`config.mk`:
```
export PLATFORM = sky130hd
export DESIGN_NAME = stif_ctrl
export DESIGN_NICKNAME = d
export VERILOG_FILES = /design/src/sv/stif_pkg.sv /design/src/sv/stif_ctrl.sv
export SDC_FILE = /design/constraint.sdc
export NUM_CORES = 1
export LEC_CHECK = 0
export BUFFER_PORTS_ARGS = -buffer_cell sky130_fd_sc_hd__buf_2
export CORE_AREA = 4 4 41 43
export DETAILED_ROUTE_END_ITERATION = 10
export DIE_AREA = 0 0 45 47
export GPL_ROUTABILITY_DRIVEN = 0
export PLACE_DENSITY_LB_ADDON = 0.05
export SYNTH_ARGS = -nofsm -noshare
export SYNTH_HDL_FRONTEND = slang
export SYNTH_SLANG_ARGS = --single-unit
```
`constraint.sdc`:
```
create_clock -name clk -period 1.1 [get_ports clk]
set_input_delay 0.165 -clock clk [delete_from_list [all_inputs] [get_ports clk]]
set_output_delay 0.165 -clock clk [all_outputs]
set_load 0.01 [all_outputs]
```
`src/sv/stif_pkg.sv`:
```
`timescale 1ns / 1ps
package stif_pkg;
  localparam int NUM_GROUPS = 32;
  localparam int NUM_WAYS   = 8;
  localparam int TABLE_SIZE = NUM_GROUPS * NUM_WAYS;
  localparam int CANDS      = 2 * NUM_WAYS;
  localparam int GW         = $clog2(NUM_GROUPS);
  localparam int WW         = $clog2(NUM_WAYS);
  localparam int IW         = $clog2(TABLE_SIZE);
  localparam int CW         = $clog2(CANDS);
  localparam logic [35:0] KERNEL_RESET = 36'hC00000000;
  localparam logic REQ_INSERT = 1'b0;
  localparam logic REQ_FLUSH  = 1'b1;

  typedef struct packed {
    logic        req_type;
    logic [35:0] seg_id;
    logic [51:0] virt_seg_id;
  } req_t;

  typedef struct packed {
    logic [7:0]  slot;
    logic        replaced;
    logic [35:0] evicted_seg_id;
  } rsp_t;

  typedef enum logic [3:0] {
    ST_IDLE, ST_FREE_RD, ST_FREE_CHK, ST_VIC_RD, ST_VIC_CHK,
    ST_WRITE, ST_FL_RD, ST_FL_CHK, ST_DONE
  } state_t;

  // Controller to datapath
  typedef struct packed {
    logic load;       // capture request
    logic cand_clr;   // candidate counter to zero
    logic cand_inc;   // advance candidate counter
    logic vic_start;  // candidate counter from pointer
    logic vic_inc;    // advance victim scan
    logic rd_cand;    // read entry at candidate
    logic rd_flush;   // read entry at flush index
    logic fl_clr;     // flush index to one
    logic fl_inc;     // advance flush index
    logic fl_kill;    // invalidate flush entry if below kernel
    logic wr_free;    // write new entry at candidate
    logic wr_victim;  // write new entry over victim
    logic wr_repl;    // victim write with cast-out
    logic done;       // emit result
  } ctl_t;

  // Datapath to controller
  typedef struct packed {
    logic is_flush;
    logic cand_free;   // candidate entry invalid
    logic cand_last;   // candidate counter at last
    logic vic_user;    // candidate not kernel id
    logic vic_last;    // victim scan exhausted
    logic fl_last;     // flush index at last entry
  } sts_t;
endpackage

```
`src/sv/stif_ctrl.sv`:
```
`timescale 1ns / 1ps
module stif_ctrl import stif_pkg::*; (
  input  logic   clk,
  input  logic   rst,
  input  logic   start,
  output logic   busy,
  input  sts_t   sts,
  output ctl_t   ctl
);
  state_t state, state_next;

  always_ff @(posedge clk) begin
    if (rst) state <= ST_IDLE;
    else state <= state_next;
  end

  // Sequence insert and flush
  always_comb begin
    state_next = state;
    ctl = '0;
    busy = state != ST_IDLE;
    case (state)
      ST_IDLE: if (start) begin
        ctl.load = 1'b1; ctl.cand_clr = 1'b1; ctl.fl_clr = 1'b1;
        state_next = ST_FREE_RD;
      end
      ST_FREE_RD: if (sts.is_flush) state_next = ST_FL_RD;
        else begin ctl.rd_cand = 1'b1; state_next = ST_FREE_CHK; end
      ST_FREE_CHK: if (sts.cand_free) begin
        ctl.wr_free = 1'b1; state_next = ST_DONE;
      end else if (sts.cand_last) begin
        ctl.vic_start = 1'b1; state_next = ST_VIC_RD;
      end else begin
        ctl.cand_inc = 1'b1; state_next = ST_FREE_RD;
      end
      ST_VIC_RD: begin ctl.rd_cand = 1'b1; state_next = ST_VIC_CHK; end
      ST_VIC_CHK: if (sts.vic_user) state_next = ST_WRITE;
        else if (sts.vic_last) begin
          // all kernel: one more step wraps to the pointer
          ctl.vic_inc = 1'b1; state_next = ST_WRITE;
        end else begin
          ctl.vic_inc = 1'b1; state_next = ST_VIC_RD;
        end
      ST_WRITE: begin
        ctl.wr_victim = 1'b1; ctl.wr_repl = 1'b1; state_next = ST_DONE;
      end
      ST_FL_RD: begin ctl.rd_flush = 1'b1; state_next = ST_FL_CHK; end
      ST_FL_CHK: begin
        ctl.fl_kill = 1'b1;
        if (sts.fl_last) state_next = ST_DONE;
        else begin ctl.fl_inc = 1'b1; state_next = ST_FL_RD; end
      end
      ST_DONE: begin ctl.done = 1'b1; state_next = ST_IDLE; end
      default: state_next = ST_IDLE;
    endcase
  end
endmodule

```
# Word level (Yosys, flattened, before mapping)
# Cells that the tools add are included.
# totals
elab_cells	39
regBits	4
inputBits	9
# op_classes
mux	27
eq_ne	9
n_reduce_logical	2
# ops
operator	count
4-bit one-hot mux with 8 select lines	1
4-bit by 3-bit == test with 1-bit output (second input constant)	4
4-bit two-way mux	4
2-bit two-way mux	7
1-bit two-way mux	12
4-bit by 2-bit == test with 1-bit output (second input constant)	2
3-bit two-way mux	2
4-bit by 1-bit == test with 1-bit output (second input constant)	1
4-bit == test (second input constant)	1
4-bit logical NOT	1
4-bit nonzero test	1
2-bit inequality test (second input constant)	1
1-bit one-hot mux with 2 select lines	1

# Logic depth before layout (Yosys ltp)
# logic_depth
depth_word	3
mapped_depth	4
depth_no_buf	3

# Least setup slack after synthesis
# OpenSTA, ideal clock, no wires.
# synth_timing
path_kind	register to output
from	reg state[0]
to	out ctl[12] in the netlist's numbering
path_buffers	2
slack_ns	-0.097
required_time_ns	0.935
path_stages_with_launch	5
arrival_ns	1.032
path_cell_list	dfxtp_1 -> buf_6 -> nor2_1 -> and3_1 -> buf_4
# synth_lines
element	line	source
start, declared	stif_ctrl.sv:10	state_t state, state_next;
start signal, assigned	stif_ctrl.sv:14	else state <= state_next;
end, declared	stif_ctrl.sv:8	output ctl_t ctl

==> flow_summary_export.csv <==
group,metric,value,unit
final_layout,seq_area,92.59,µm²
yosys,synthTopCellsByArea,"dfxtp_1, nor4b_2, buf_4",
final_layout,nNetsFinal,96,
power,ir_drop,0.5644,mV
placement,port_buffers,23,
route,first_iter_violations,12,
sta,finalHoldViolations,0,
clock_tree,insertion_delay,0.23,ns
sta,max_slew_margin,80.59,%
route,wl_per_cell,13.70,µm
yosys,yosysUniqueCellTypes,24,
die,die_width,45,µm
setup_path,cp-end-kind,"primary output",
die,ios,24,
setup_path,cp.required,0.94,ns
clock_tree,cts_hold_buffers,0,
sta,setup_ws,-0.3496,ns
run_status,violations,"negative setup slack",
final_layout,drive_gt1_share,71.76,%
setup_path,startpoint_type,"flop",
route,first_pass_iters,2,
sta,finalMaxSlewViolations,0,
power,total_power,760.7,µW
final_layout,fin_cells,100,
setup_path,r2r_start,"state[2]",
sta,worst_pin_slew,0.2899,ns
final_layout,final_util,58.75,%
setup_path,arrival,1.28,ns
placement,placed_cell_area,560.5,µm²
flow_run,maxCapViolCount,0,
sta,fin_skew,0.001757,ns
final_layout,multiInputGateArea,310.3,µm²
placement,dp.cells,92,
route,wl,1370,µm
die,core,1301,µm²
grt,grt_pass1_vias,509,
sta,fmax,0.6899,GHz
clock_tree,h-tree-depth,1,
route,postRouteAntennaNets,0,
grt,grt_overflow,0,
grt,grt_pass1_wl,2152,µm
worst_hold_path,hp-class,"in2reg",
sta,period_share,131.8,%
sta,min_period,1.450,ns
clock_tree,numCtsBuffers,3,
route,vias,493,
final_layout,area_delta_synth_final,106.4,%
clock_tree,root_buffer,"clkbuf_4",
final_layout,largest_reg_flops,4,
yosys,syn_nets,57,
final_layout,top_register,"state",
grt,grt_usage,13.90,%
run_status,status,"finished, violations left",
clock_tree,cts_buffer_depth,2,
setup_path,cp-startpoint,"state[2]",
clock_tree,cts_tree,"yes",
yosys,yosysWarnings,0,
grt,grt_max_degree,8,
yosys,ys_seq_area_share,21.62,%
yosys,synth_top_area_cell,"dfxtp_1",
die,die_h,47,µm
final_layout,top_regs,"state x4",
yosys,avgSynthCellArea,7.716,µm²
route,viasPerCell,4.930,
power,powerDensity,995.1,nW/µm²
die,row_count,13,
setup_path,path_class,"reg2out",
route,drc,0,
yosys,ys_seq_elements,4,
die,die_area,2115,µm²
worst_hold_path,worstHoldStart,"sts[4]",
yosys,syn_area,370.4,µm²
placement,post-dp-hpwl,908.9,µm
grt,antenna_found_initial,0,
power,p_leak,0.3719,nW
yosys,syn-instance-count,48,
die,start_util,28.46,%
placement,place_ws,-0.1001,ns
setup_path,cp_max_fo,4,
final_layout,fillCellCount,129,
sta,grt_setup_unrepaired,"yes",
final_layout,antenna_cells,0,
clock_tree,clkSinkCount,4,
yosys,synth_top_area_share,21.62,%
clock_tree,cts.clk_slew.worst_paths,0.04,ns
sta,setup_viol,19,
final_layout,fin_area,764.5,µm²
-- final timing paths --
kind | endpoint | slack, ns | cells past startpoint
worst min register to register | state[0] | 0.47 | 1
worst max register to register | state[2] | -0.17 | 6
worst max-delay path | ctl[0] | -0.35 | 4
worst min-delay path | state[3] | 0.25 | 3
-- power by group --
| part | internal [mW] | total [mW] | leakage, nW | switching [mW] |
|---|---|---|---|---|
| registers | 0.161 | 0.190 | 0.0353 | 0.0289 |
| clock network | 0.122 | 0.177 | 0.0138 | 0.0550 |
| logic | 0.226 | 0.394 | 0.323 | 0.168 |
-- routing by layer --
layer	global-route usage [%]	wire, µm	vias up	share of wire [%]
met5	0	0	-	0
met3	4.598	84	2	6.1
met4	5.848	21	0	1.5
li1	-	-	246	-
met1	13.64	507	225	37
met2	26.55	756	20	55
-- critical path, cell delays in order (launching register included) --
cell,delay [ns]
dfxtp_4,0.35
buf_6,0.12
buf_6,0.12
nor4_4,0.28
buf_2,0.18
-- layout make-up --
cell class | count | share of cell area, %
timing repair buffer | 39 | 39.93
clock buffer | 3 | 2.946
tap | 15 | 2.455
multi-input combinational | 35 | 40.59
sequential | 4 | 12.11
inverter | 4 | 1.964
-- synth_stat cells, drive strengths merged --
cell / number
and3b: 1
nor4b: 2
nand2b: 1
o41ai: 1
nor2: 6
nand2: 5
o211ai: 2
o21ai: 1
a31oi: 3
buf: 5
inv: 4
nand4: 1
and3: 3
and2b: 2
nor2b: 1
nand3: 1
dfxtp: 4
nand3b: 2
nor3b: 1
nor4: 2
-- layout by cell type (no fill, tap or decap), types with 3 or more instances in the layout --
| cell type | synthesis | layout |
|---|---|---|
| clkbuf_4 | 0 | 3 |
| inv_1 | 4 | 3 |
| buf_6 | 1 | 14 |
| nor2_1 | 6 | 4 |
| dfxtp_4 | 0 | 3 |
| buf_4 | 3 | 9 |
| nand2_1 | 5 | 4 |
| buf_2 | 1 | 16 |
-- metrics by stage --
step | hold WS, ns | setup TNS [ns]
5_1_grt | 0.2691 | -5.605
4_1_cts | 0.2436 | -3.444
6_report | 0.2461 | -4.436
3_3_place_gp | 0.4512 | -0.5680
2_1_floorplan | 0.3316 | -0.1278
3_5_place_dp | 0.4456 | -0.5149
-- cell families (layout without fill, tap and decap cells) --
group / Yosys count / count (layout) / share of synthesized area, %
buf+inv: 9 / 46 / 14.52
flops: 4 / 4 / 21.62
compound gates: 7 / 7 / 14.86
simple gates: 28 / 28 / 48.99
-- timing repair --
item | CTS | global route
buffers inserted | 3 | 3
endpoints found under the hold margin | 0 | 0
setup endpoints to repair | 19 | 19
resized for setup | 20 | 13
pin swaps | 7 | 4
Power figures use the tool's default switching activity.
